`src/rtl/imheq_ram.sv`:
```
// ----------------------------------------------------------------------------
// imheq_ram: generic single-port synchronous RAM
// One write or one read a cycle, registered read data.
// ----------------------------------------------------------------------------
module imheq_ram #(
  parameter int unsigned Width = 8,
  parameter int unsigned Depth = 16
) (
  input  logic                     clk_i,
  input  logic                     we_i,
  input  logic [$clog2(Depth)-1:0] addr_i,
  input  logic [Width-1:0]         wdata_i,
  output logic [Width-1:0]         rdata_o
);
  logic [Width-1:0] mem [Depth];

  always_ff @(posedge clk_i) begin
    if (we_i) begin
      mem[addr_i] <= wdata_i;
    end
    rdata_o <= mem[addr_i];
  end
endmodule

```
`config.mk`:
```
export PLATFORM = sky130hd
export DESIGN_NAME = imheq_ram
export DESIGN_NICKNAME = d
export VERILOG_FILES = /design/src/rtl/imheq_ram.sv
export SDC_FILE = /design/constraint.sdc
export NUM_CORES = 1
export LEC_CHECK = 0
export BUFFER_PORTS_ARGS = -buffer_cell sky130_fd_sc_hd__buf_2
export CORE_ASPECT_RATIO = 1.4
export CORE_MARGIN = 5
export CORE_UTILIZATION = 35
export DETAILED_ROUTE_END_ITERATION = 6
export PLACE_DENSITY = 0.58
export SYNTH_ARGS = -nofsm -noshare
export SYNTH_HDL_FRONTEND = slang
export SYNTH_SLANG_ARGS = --single-unit
```
`constraint.sdc`:
```
create_clock -name clk_i -period 2.21 [get_ports clk_i]
set_input_delay 0.3315 -clock clk_i [delete_from_list [all_inputs] [get_ports clk_i]]
set_output_delay 0.3315 -clock clk_i [all_outputs]
set_load 0.05 [all_outputs]
```
---- Word-level counts from Yosys, hierarchy flattened ----
Memory sizes are Yosys's and may differ from the RTL's. A register that Yosys moved wholly into a read port is not among the register bits.
Cells that the tools add are included.
storage, ports and cells
  flip-flop bits (word level) ............. 0
  RAM bits ................................ 128
  input port bits ......................... 14
  output and inout bits ................... 8
  word-level logic and storage cells ...... 3
  memories kept ........................... 1
memory list
  name  words  bits a word  read ports  clocked after memory_dff  wr ports  RTL line  source
  mem   16     8            1           1                         1         15        logic [Width-1:0] mem [Depth];
operators by class
  muxes and demuxes ....................... 2
operators with widths
  kind               number
  1-bit two-way mux  2

---- Depth between registers and ports, before layout ----
Gate-level depths: netlist (run 1).
  depth in word-level cells ............... 2
  mapped depth ............................ 5
  depth with buffers taken out ............ 3

---- Least setup slack after synthesis (run 1) ----
No wires, ideal clock.
  path type ............................... input-to-reg
  start ................................... in addr_i[2]
  end ..................................... mem mem[0][0] (enable)
  setup time .............................. 0.383 ns
  arrival ................................. 1.441 ns
  required time ........................... 1.827 ns
  slack ................................... 0.385 ns
  stages on the path ...................... 2
  buffers on the path ..................... 0
  path through ............................ or3b_2 > nor3_1
RTL lines
  element             RTL line  source
  start: declaration  11        input logic [$clog2(Depth)-1:0] addr_i,
  end: declaration    15
No word-level cell before the write port.

==> results of run 1 <==
-- stage by stage --
step / power, mW / instances / worst slack (ns) / hold slack [ns]
2_1_floorplan: 3.16 / 230 / 0.385 / 0.430
3_3_place_gp: 3.27 / 449 / 0.424 / 0.656
3_5_place_dp: 3.28 / 449 / 0.424 / 0.668
4_1_cts: 6.00 / 481 / 0.844 / 0.300
5_1_grt: 6.13 / 481 / 0.758 / 0.314
6_report: 5.93 / 481 / 0.862 / 0.307
-- cell type report --
cell class / instances / share of cell area [%]
well taps: 189 / 3.88
clock inverters: 4 / 1.15
flip-flops and latches: 136 / 65.6
multi-input cells: 83 / 16.4
repair buffers: 41 / 4.59
clock buffers: 28 / 8.31
-- placed cells by master, fill, tap and decap left out --
| cell | synthesis | routed |
|---|---|---|
| clkbuf_1 | 2 | 7 |
| buf_2 | 2 | 21 |
| nor2_1 | 13 | 13 |
| nand2_1 | 9 | 9 |
| buf_4 | 0 | 18 |
| or3b_2 | 1 | 1 |
| nand3b_1 | 2 | 2 |
| nor2b_1 | 2 | 2 |
| edfxtp_1 | 128 | 128 |
| bufinv_16 | 0 | 2 |
| buf_12 | 0 | 2 |
| nor3_1 | 4 | 4 |
| clkbuf_8 | 0 | 4 |
| nand2b_1 | 2 | 2 |
| mux4_2 | 32 | 32 |
| and2_1 | 1 | 1 |
| nand3_1 | 1 | 1 |
| clkbuf_16 | 0 | 17 |
| dfxtp_1 | 8 | 8 |
| a22oi_1 | 16 | 16 |
| clkinv_2 | 0 | 2 |
-- where the power goes --
part | total [mW] | internal [mW] | switching (mW)
Combinational | 0.321 | 0.116 | 0.205
Sequential | 2.90 | 2.89 | 0.0151
Clock | 2.71 | 1.78 | 0.931
-- how the worst max path moves through the flow --
| stage | to | depth (start not counted) | from | slack (ns) |
|---|---|---|---|---|
| floorplan | mem[0][0] | 2 | addr_i[2] | 0.39 |
| finish | rdata_o[2] | 5 | addr_i[0] | 0.86 |
| detailed placement | rdata_o[3] | 5 | addr_i[0] | 0.42 |
| CTS | rdata_o[2] | 1 | rdata_o[2] | 0.84 |
| global route | rdata_o[2] | 5 | addr_i[0] | 0.76 |
| global placement | rdata_o[3] | 5 | addr_i[0] | 0.42 |
-- kinds of logic after synthesis --
family          count (synthesis)
flops                         136
simple gates                   35
mux                            32
buf+inv                        11
compound gates                 16
-- sequential cells by signal (all words and copies together), names as in the netlist --
register  count
rdata_o       8
mem         128
-- worst max-delay path, stage by stage --
cell	delay [ns]
buf_2	0.11
buf_12	0.28
mux4_2	0.55
a22oi_1	0.27
nand2_1	0.09
-- routing by layer --
layer	vias to the layer above	GRT usage (%)	part of all wire (%)	routed length [um]
li1	1061	-	-	-
met1	1244	14.4	40	3830
met2	50	20.6	55	5190
met3	11	3.81	3.4	325
met4	0	3.94	1.5	140
met5	-	0	0	0
==> reports/metrics.cfg, run 1 <==
[status]
status=finished, final reports clean

[final_layout]
final_util_pct=42.6
multi_input_area_um2=1000
diodes=0
finalInstanceArea_um2=6100
area_growth_pct=20.4
drive_above_1_share_pct=33.9
ff_latch_area_um2=4000
fin_nets=293
fillers=1246

[timing]
fin_tns_setup_ns=0
slew_viol_final=0
fin_skew_ns=0.00603
max-slew-margin-rel_pct=54.1
worst_pin_slew_ns=0.687
period_share_pct=61.0
setup_viol=0
fin_crit_ns=1.35
hold_violations=0
rsz0062_at_grt=no
max_freq_ghz=0.742

[routing]
avgRoutedWirePerCell_um=19.7
wl_um=9490
drtIter0Drc=190
vias=2366
drt_pass1_iterations=4
antenna_left=0
drc=0
vias_per_cell=4.92

[logic_synthesis]
netlist_instances=230
ys_seq_area_share_pct=79.0
async_flop_share_pct=0
avgSynthCellArea_um2=22.0
synth_xor_area_share_pct=0
synth_top_family_by_area=multiplexers
synth_top_flop_cell=edfxtp_1
ys_seq_elements=136
synthMuxAreaShare_pct=14.2
yosysTopAreaCell=edfxtp_1
syn_area_um2=5070
syn-num-nets=244
synth.top_cells.by_area=edfxtp_1 (76%), mux4_2 (14%), dfxtp_1 (3.2%)
synth-simple-area-share_pct=3.21
synth_compound_area_share_pct=2.37
yosysTopAreaCellShare_pct=75.9
synthTopCellsByCount=edfxtp_1 (128), mux4_2 (32), a22oi_1 (16), nor2_1 (13), nand2_1 (9)
synthAdderAreaFrac_pct=0
synth-edff-count=128
yosysUniqueCellTypes=18
yosys_warnings=0
synth.most_common_cell=edfxtp_1

[power_and_ir_drop]
p_leak_nw=2.02
irDropWorstVdd_uv=493
power.density_nw_per_um2=972

[placed_design]
dp_hpwl_um=6330
dpl-instance-area_um2=5520
place_congestion=0.699
port_buffers=21

[floorplanning]
rows=52
dieArea_um2=17000
start_util_pct=35.4
die_h_um=152
ioPinCount=22
coreArea_um2=14300
die_w_um=112

[clock_network]
cts_resized=0
cts_tree=yes
cts_inserted_buffers=17
clock-sinks=136
root_buffer=clkbuf_16
htree_levels=4
ctsHoldBuffers=0
cts_buffer_depth=2
clk_latency_ns=0.40
postCtsSetupBuffers=0
clkTransAtPathRegs_ns=0.06

[global_routing]
antenna_found_initial=0
grt_start_max_net_pins=40
overflow=0
grt_pass1_wl_um=15300
grt_pass1_vias=2605
grtUsageTotal_pct=12.0

[worst_setup_path]
crit_arrival_ns=1.64
required_ns=2.50
reg2reg_from=mem[3][3]
reg2reg_slack_ns=0.90
worst-path-max-fanout=39
crit_path_start_kind=primary input
r2r_end=rdata_o[3]
crit_type=primary input to register
critPathCaptureType=register
rr_worst_depth=3

[min_path]
min_path_cells=1
hold_path.class=primary input to register
min_from=wdata_i[5]
min_to=mem[13][5]

[job]
max_cap_viol_count=0

Power figures use the tool's default switching activity.
==> inputs of run 2 (changes only) <==
clock period = 1.25 ns   (was 2.21 ns; I/O delays follow)
==> run 2 against run 1 <==
  * Sequential power increased by 77%
  * Register-to-register slack got worse by 0.93 ns
  * Routed wire length increased by 8.6%
  * Via count increased by 0.55%
  * Clock skew increased by 0.0022 ns
  * The run now ends with negative setup slack left
  * Highest routed layer unchanged
  * Largest cell class unchanged
  * Total power increased by 92%
  * First-iteration DRC count decreased by 39%
  * Clock power increased by 110%
==> reports/metrics.cfg, run 2 (synthesis gave the netlist of run 1 again) <==
[final_layout]
drive_above_1_share_pct=47.4  ; was 33.9%
fillers=1210  ; was 1246
final_cells=497  ; was 481
largest_register_ffs=128  ; unchanged
final_util_pct=46.3  ; was 42.6%
fin_nets=309  ; was 293
diodes=0  ; unchanged
mostFrequentLayoutCells=edfxtp_1 (128), mux4_2 (32), buf_4 (25), buf_2 (19), clkbuf_16 (17)  ; was edfxtp_1 (128), mux4_2 (32), buf_2 (21), buf_4 (18), clkbuf_16 (17)
regMostFlops=mem  ; unchanged
final_common_cell=edfxtp_1  ; unchanged
reg_top3=mem: 128 flops, rdata_o: 8 flops  ; unchanged
finalInstanceArea_um2=6620  ; was 6100 um^2
area_growth_pct=30.7  ; was 20.4%

[timing]
max-slew-margin-rel_pct=40.9  ; was 54.1%
fin_skew_ns=0.00823  ; was 0.00603 ns
max_freq_ghz=0.779
fin_crit_ns=1.28
setup_viol=5  ; was 0
hold_slack_ns=0.160  ; was 0.307 ns
worst_slack_ns=-0.0345  ; was 0.862 ns
period_share_pct=103
hold_violations=0  ; unchanged
slew_viol_final=0  ; unchanged
rsz0062_at_grt=yes  ; was no
worst_pin_slew_ns=0.885  ; was 0.687 ns

[status]
status=complete, but fails checks  ; was finished, final reports clean
failed_checks=negative setup slack

[floorplanning]
die_w_um=112  ; unchanged
start_util_pct=35.4  ; unchanged
die_h_um=152  ; unchanged
ioPinCount=22  ; unchanged
rows=52  ; unchanged
dieArea_um2=17000  ; unchanged
coreArea_um2=14300  ; unchanged

[global_routing]
grtUsageTotal_pct=13.0  ; was 12.0%
grtUsageMet2_pct=23.3  ; was 20.6%
antenna_found_initial=0  ; unchanged
overflow=0  ; unchanged
top_usage_layer=met2  ; unchanged
grt_start_max_net_pins=18  ; was 40
gr-usage-met3_pct=3.66  ; was 3.81%
grt_pass1_vias=2686  ; was 2605
grt_pass1_wl_um=16100  ; was 15300 um
met1_usage_pct=14.5  ; was 14.4%

[clock_network]
htree_levels=4  ; unchanged
clk_latency_ns=0.41  ; was 0.40 ns
ctsHoldBuffers=0  ; unchanged
cts_buffer_depth=2  ; unchanged
root_buffer=clkbuf_16  ; unchanged
clkTransAtPathRegs_ns=0.06  ; about the same
postCtsSetupBuffers=0  ; unchanged
clock-sinks=136  ; unchanged
cts_inserted_buffers=17  ; unchanged
cts_tree=yes  ; unchanged

[worst_setup_path]
worst-path-max-fanout=1  ; was 39
required_ns=1.54  ; was 2.50 ns
crit_path_start_kind=register  ; was primary input
r2r_end=rdata_o[6]  ; was rdata_o[3]
critPathCaptureType=register  ; unchanged
reg2reg_slack_ns=-0.03  ; was 0.90 ns
reg2reg_from=mem[3][6]  ; was mem[3][3]
crit_arrival_ns=1.57  ; was 1.64 ns
crit_type=register to register  ; was primary input to register
rr_worst_depth=3  ; unchanged

[placed_design]
dpl-instance-area_um2=5910  ; was 5520 um^2
place_ws_ns=-0.397  ; was 0.424 ns
place_congestion=0.713  ; was 0.699
dp.cells=465  ; was 449
dp_hpwl_um=7250  ; was 6330 um
port_buffers=21  ; unchanged

[routing]
drtIter0Drc=116  ; was 190
vias=2379  ; was 2366
wl_um=10300  ; was 9490 um
drc=0  ; unchanged
drt_pass1_iterations=4  ; unchanged
avgRoutedWirePerCell_um=20.7  ; was 19.7 um
antenna_left=0  ; unchanged
vias_per_cell=4.79  ; was 4.92

[power_and_ir_drop]
irDropWorstVdd_uv=895  ; was 493 uV
p_leak_nw=2.19  ; was 2.02 nW
power.density_nw_per_um2=1720  ; was 972 nW/um^2

[min_path]
min_to=mem[10][2]  ; was mem[13][5]
hold_path.class=primary input to register  ; unchanged
min_path_cells=1  ; unchanged
min_from=wdata_i[2]  ; was wdata_i[5]

[job]
max_cap_viol_count=0  ; unchanged

## run 2: cell count changes in the layout (fill, tap and decap cells not counted), sizes merged
| cell | delta |
|---|---|
| clkbuf | -8 |
| buf | +16 |
| clkinv | +3 |
| inv | +1 |
| bufinv | +4 |
## run 2: worst max-delay path, cell delays in order, from the launching register on
cell      delay, ns
edfxtp_1       0.35
mux4_2         0.48
a22oi_2        0.22
nand2_1        0.11
## run 2: worst max path at each step
| stage | from | slack (ns) | depth (start not counted) | endpoint |
|---|---|---|---|---|
| 2_1_floorplan | addr_i[2] | -0.08 | 2 | mem[8][0] |
| 3_3_place_gp | addr_i[0] | -0.38 | 5 | rdata_o[6] |
| 3_5_place_dp | addr_i[0] | -0.40 | 5 | rdata_o[5] |
| 4_1_cts | mem[10][7] | -0.06 | 3 | rdata_o[7] |
| 5_1_grt | mem[3][6] | -0.1 | 3 | rdata_o[6] |
| 6_report | mem[3][6] | -0.03 | 3 | rdata_o[6] |
## run 2: power breakdown
group,switching [mW],total (mW),internal [mW]
combinational,0.420,0.698,0.278
sequential,0.0333,5.13,5.10
clock,1.78,5.57,3.79
## run 2: stage by stage
| step | power [mW] | TNS (ns) |
|---|---|---|
| after global routing | 11.7 | -0.545 |
| after CTS | 11.5 | -0.288 |
| after floorplan | 5.63 | -2.23 |
| after detailed placement | 5.92 | -19.24 |
| final | 11.4 | -0.125 |
| after global placement | 5.91 | -19.22 |
## run 2: cell type report
type / instances / area, um^2 / area share, %
flip-flops and latches: 136 / 4000 / 60.5
multi-input cells: 83 / 1170 / 17.7
repair buffers: 57 / 543 / 8.20
clock buffers: 20 / 447 / 6.75
well taps: 189 / 236 / 3.57
clock inverters: 12 / 221 / 3.34
## run 2: repair_timing
action | CTS | global route
resized for setup | 6 | 3
endpoints found under the setup margin | 9 | 8
pin swaps | 3 | 1
## run 2: per-layer routing
layer	vias to the layer above	share of wire, %
li1	1095	-
met1	1240	39
met2	30	57
met3	14	2.2
met4	0	1.6
met5	-	0
==> inputs of run 3 (changes only) <==
CTS_BUF_LIST = sky130_fd_sc_hd__clkbuf_8   (was default)
==> run 3 against run 2 <==
  * The flow still finishes with violations (negative setup slack)
  * Total power shrank 12%
  * Design area shrank 2.5%
  * Routed wire length shrank 2.2%
  * Sequential power is essentially flat
  * Flip-flop and latch count is the same
  * Die area is the same
  * Maximum frequency shrank 0.34%
  * Cell count is the same
  * Critical endpoint unchanged
  * Largest power group is now sequential cells
==> reports/metrics.cfg, run 3 (synthesis gave the netlist of run 1 again) <==
[status]
failed_checks=negative setup slack  ; unchanged
status=complete, but fails checks  ; unchanged

[final_layout]
reg_top3=mem: 128 flops, rdata_o: 8 flops  ; unchanged
regMostFlops=mem  ; unchanged
area_growth_pct=27.4  ; was 30.7%
multi_input_area_um2=1190  ; was 1170 um^2
final_cells=497  ; unchanged
mostFrequentLayoutCells=edfxtp_1 (128), mux4_2 (32), buf_4 (26), clkbuf_8 (18), buf_2 (17)  ; was edfxtp_1 (128), mux4_2 (32), buf_4 (25), buf_2 (19), clkbuf_16 (17)
largest_register_ffs=128  ; unchanged
diodes=0  ; unchanged
drive_above_1_share_pct=48.7  ; was 47.4%
fillers=1232  ; was 1210
ff_latch_area_um2=4000  ; unchanged
final_common_cell=edfxtp_1  ; unchanged
finalInstanceArea_um2=6450  ; was 6620 um^2
fin_nets=309  ; unchanged

[routing]
wl_um=10100  ; was 10300 um
antenna_left=0  ; unchanged
avgRoutedWirePerCell_um=20.3  ; was 20.7 um
drtIter0Drc=98  ; was 116
drt_pass1_iterations=4  ; unchanged
vias=2399  ; was 2379
drc=0  ; unchanged
vias_per_cell=4.83  ; was 4.79

[timing]
fin_tns_setup_ns=-0.0389  ; was -0.125 ns
rsz0062_at_grt=yes  ; unchanged
period_share_pct=103  ; about the same
slew_viol_final=0  ; unchanged
setup_viol=1  ; was 5
hold_violations=0  ; unchanged
fin_crit_ns=1.29  ; was 1.28 ns
worst_pin_slew_ns=0.996  ; was 0.885 ns
worst_slack_ns=-0.0389  ; was -0.0345 ns
fin_skew_ns=0.0105  ; was 0.00823 ns
max_freq_ghz=0.776  ; was 0.779 GHz
max-slew-margin-rel_pct=33.4  ; was 40.9%

[min_path]
min_from=wdata_i[2]  ; unchanged
hold_path.class=primary input to register  ; unchanged

[floorplanning]
die_w_um=112  ; unchanged
die_h_um=152  ; unchanged
rows=52  ; unchanged
ioPinCount=22  ; unchanged
dieArea_um2=17000  ; unchanged
start_util_pct=35.4  ; unchanged
coreArea_um2=14300  ; unchanged

[power_and_ir_drop]
irDropWorstVdd_uv=569  ; was 895 uV
power.density_nw_per_um2=1550  ; was 1720 nW/um^2
p_clk_share_pct=41.7  ; was 48.9%
p_leak_nw=2.12  ; was 2.19 nW
finalPower_mw=10.0  ; was 11.4 mW
intPower_mw=8.00  ; was 9.17 mW
p_sw_share_pct=20.2  ; was 19.6%
power_switching_mw=2.02  ; was 2.23 mW
sequentialPowerShare_pct=51.2  ; was 45.0%
power.share.combinational_pct=7.1  ; was 6.1%

[global_routing]
grtUsageTotal_pct=12.6  ; was 13.0%
grtUsageMet2_pct=23.1  ; was 23.3%
gr-usage-met3_pct=2.94  ; was 3.66%
antenna_found_initial=0  ; unchanged
grt_pass1_vias=2682  ; was 2686
grt_start_max_net_pins=18  ; unchanged
overflow=0  ; unchanged
met1_usage_pct=14.0  ; was 14.5%
top_usage_layer=met2  ; unchanged
grt_pass1_wl_um=15700  ; was 16100 um

[worst_setup_path]
crit_path_start_kind=register  ; unchanged
crit_type=register to register  ; unchanged
critPathCaptureType=register  ; unchanged
crit_arrival_ns=1.60  ; was 1.57 ns
worst-path-max-fanout=1  ; unchanged
required_ns=1.56  ; was 1.54 ns
critPathLaunch=mem[3][6]  ; unchanged
reg2reg_from=mem[3][6]  ; unchanged

[placed_design]
dpl-instance-area_um2=5910  ; unchanged
port_buffers=21  ; unchanged
place_congestion=0.713  ; unchanged
dp_hpwl_um=7250  ; unchanged
dp.cells=465  ; unchanged
place_ws_ns=-0.397  ; unchanged

[clock_network]
htree_levels=4  ; unchanged
cts_tree=yes  ; unchanged
cts_inserted_buffers=17  ; unchanged
clkTransAtPathRegs_ns=0.08  ; was 0.06 ns
ctsHoldBuffers=0  ; unchanged
clock-sinks=136  ; unchanged
postCtsSetupBuffers=0  ; unchanged
clk_latency_ns=0.43  ; was 0.41 ns
root_buffer=clkbuf_8  ; was clkbuf_16
cts_buffer_depth=2  ; unchanged

[job]
max_cap_viol_count=0  ; unchanged

-- run 3: critical path, cell delays in order, from the launching register on --
cell      delay, ns
edfxtp_1       0.36
mux4_2         0.48
a22oi_2        0.22
nand2_1        0.11
-- run 3: metrics by stage --
| step | util, % | hold slack (ns) |
|---|---|---|
| finish | 45.1 | 0.145 |
| global route | 45.1 | 0.129 |
| CTS | 45.0 | 0.123 |
| detailed placement | 41.3 | 0.593 |
| global placement | 41.3 | 0.572 |
| floorplan | - | 0.286 |
-- run 3: timing repair --
action,4_1_cts,5_1_grt
resized for setup,13,2
setup endpoints to repair,10,9
pin swaps,10,1
-- run 3: layer usage --
layer / routed length [um] / vias up
li1: - / 1098
met1: 3830 / 1246
met2: 5850 / 43
met3: 256 / 12
met4: 139 / 0
met5: 0 / -
-- run 3: final timing paths --
path	slack, ns	end	cells after the start
setup / recovery	-0.04	rdata_o[6]	3
hold / removal	0.14	mem[1][2]	1
setup reg to reg	-0.04	rdata_o[6]	3
hold reg to reg	0.69	rdata_o[3]	3
-- run 3: final cells by class --
class / count / area share, %
clock buffer: 18 / 3.84
clock inverter: 14 / 3.55
multi-input combinational: 83 / 18.4
sequential: 136 / 62.0
tap: 189 / 3.66
timing repair buffer: 57 / 8.49
-- run 3: power groups by stage --
| stage | registers (mW) | logic [mW] | clock network [mW] |
|---|---|---|---|
| floorplan | 5.32 | 0.309 | 0 |
| CTS | 5.13 | 0.721 | 4.27 |
| global route | 5.13 | 0.761 | 4.48 |
| global placement | 5.23 | 0.680 | 0 |
| finish | 5.13 | 0.708 | 4.18 |
| detailed placement | 5.23 | 0.689 | 0 |
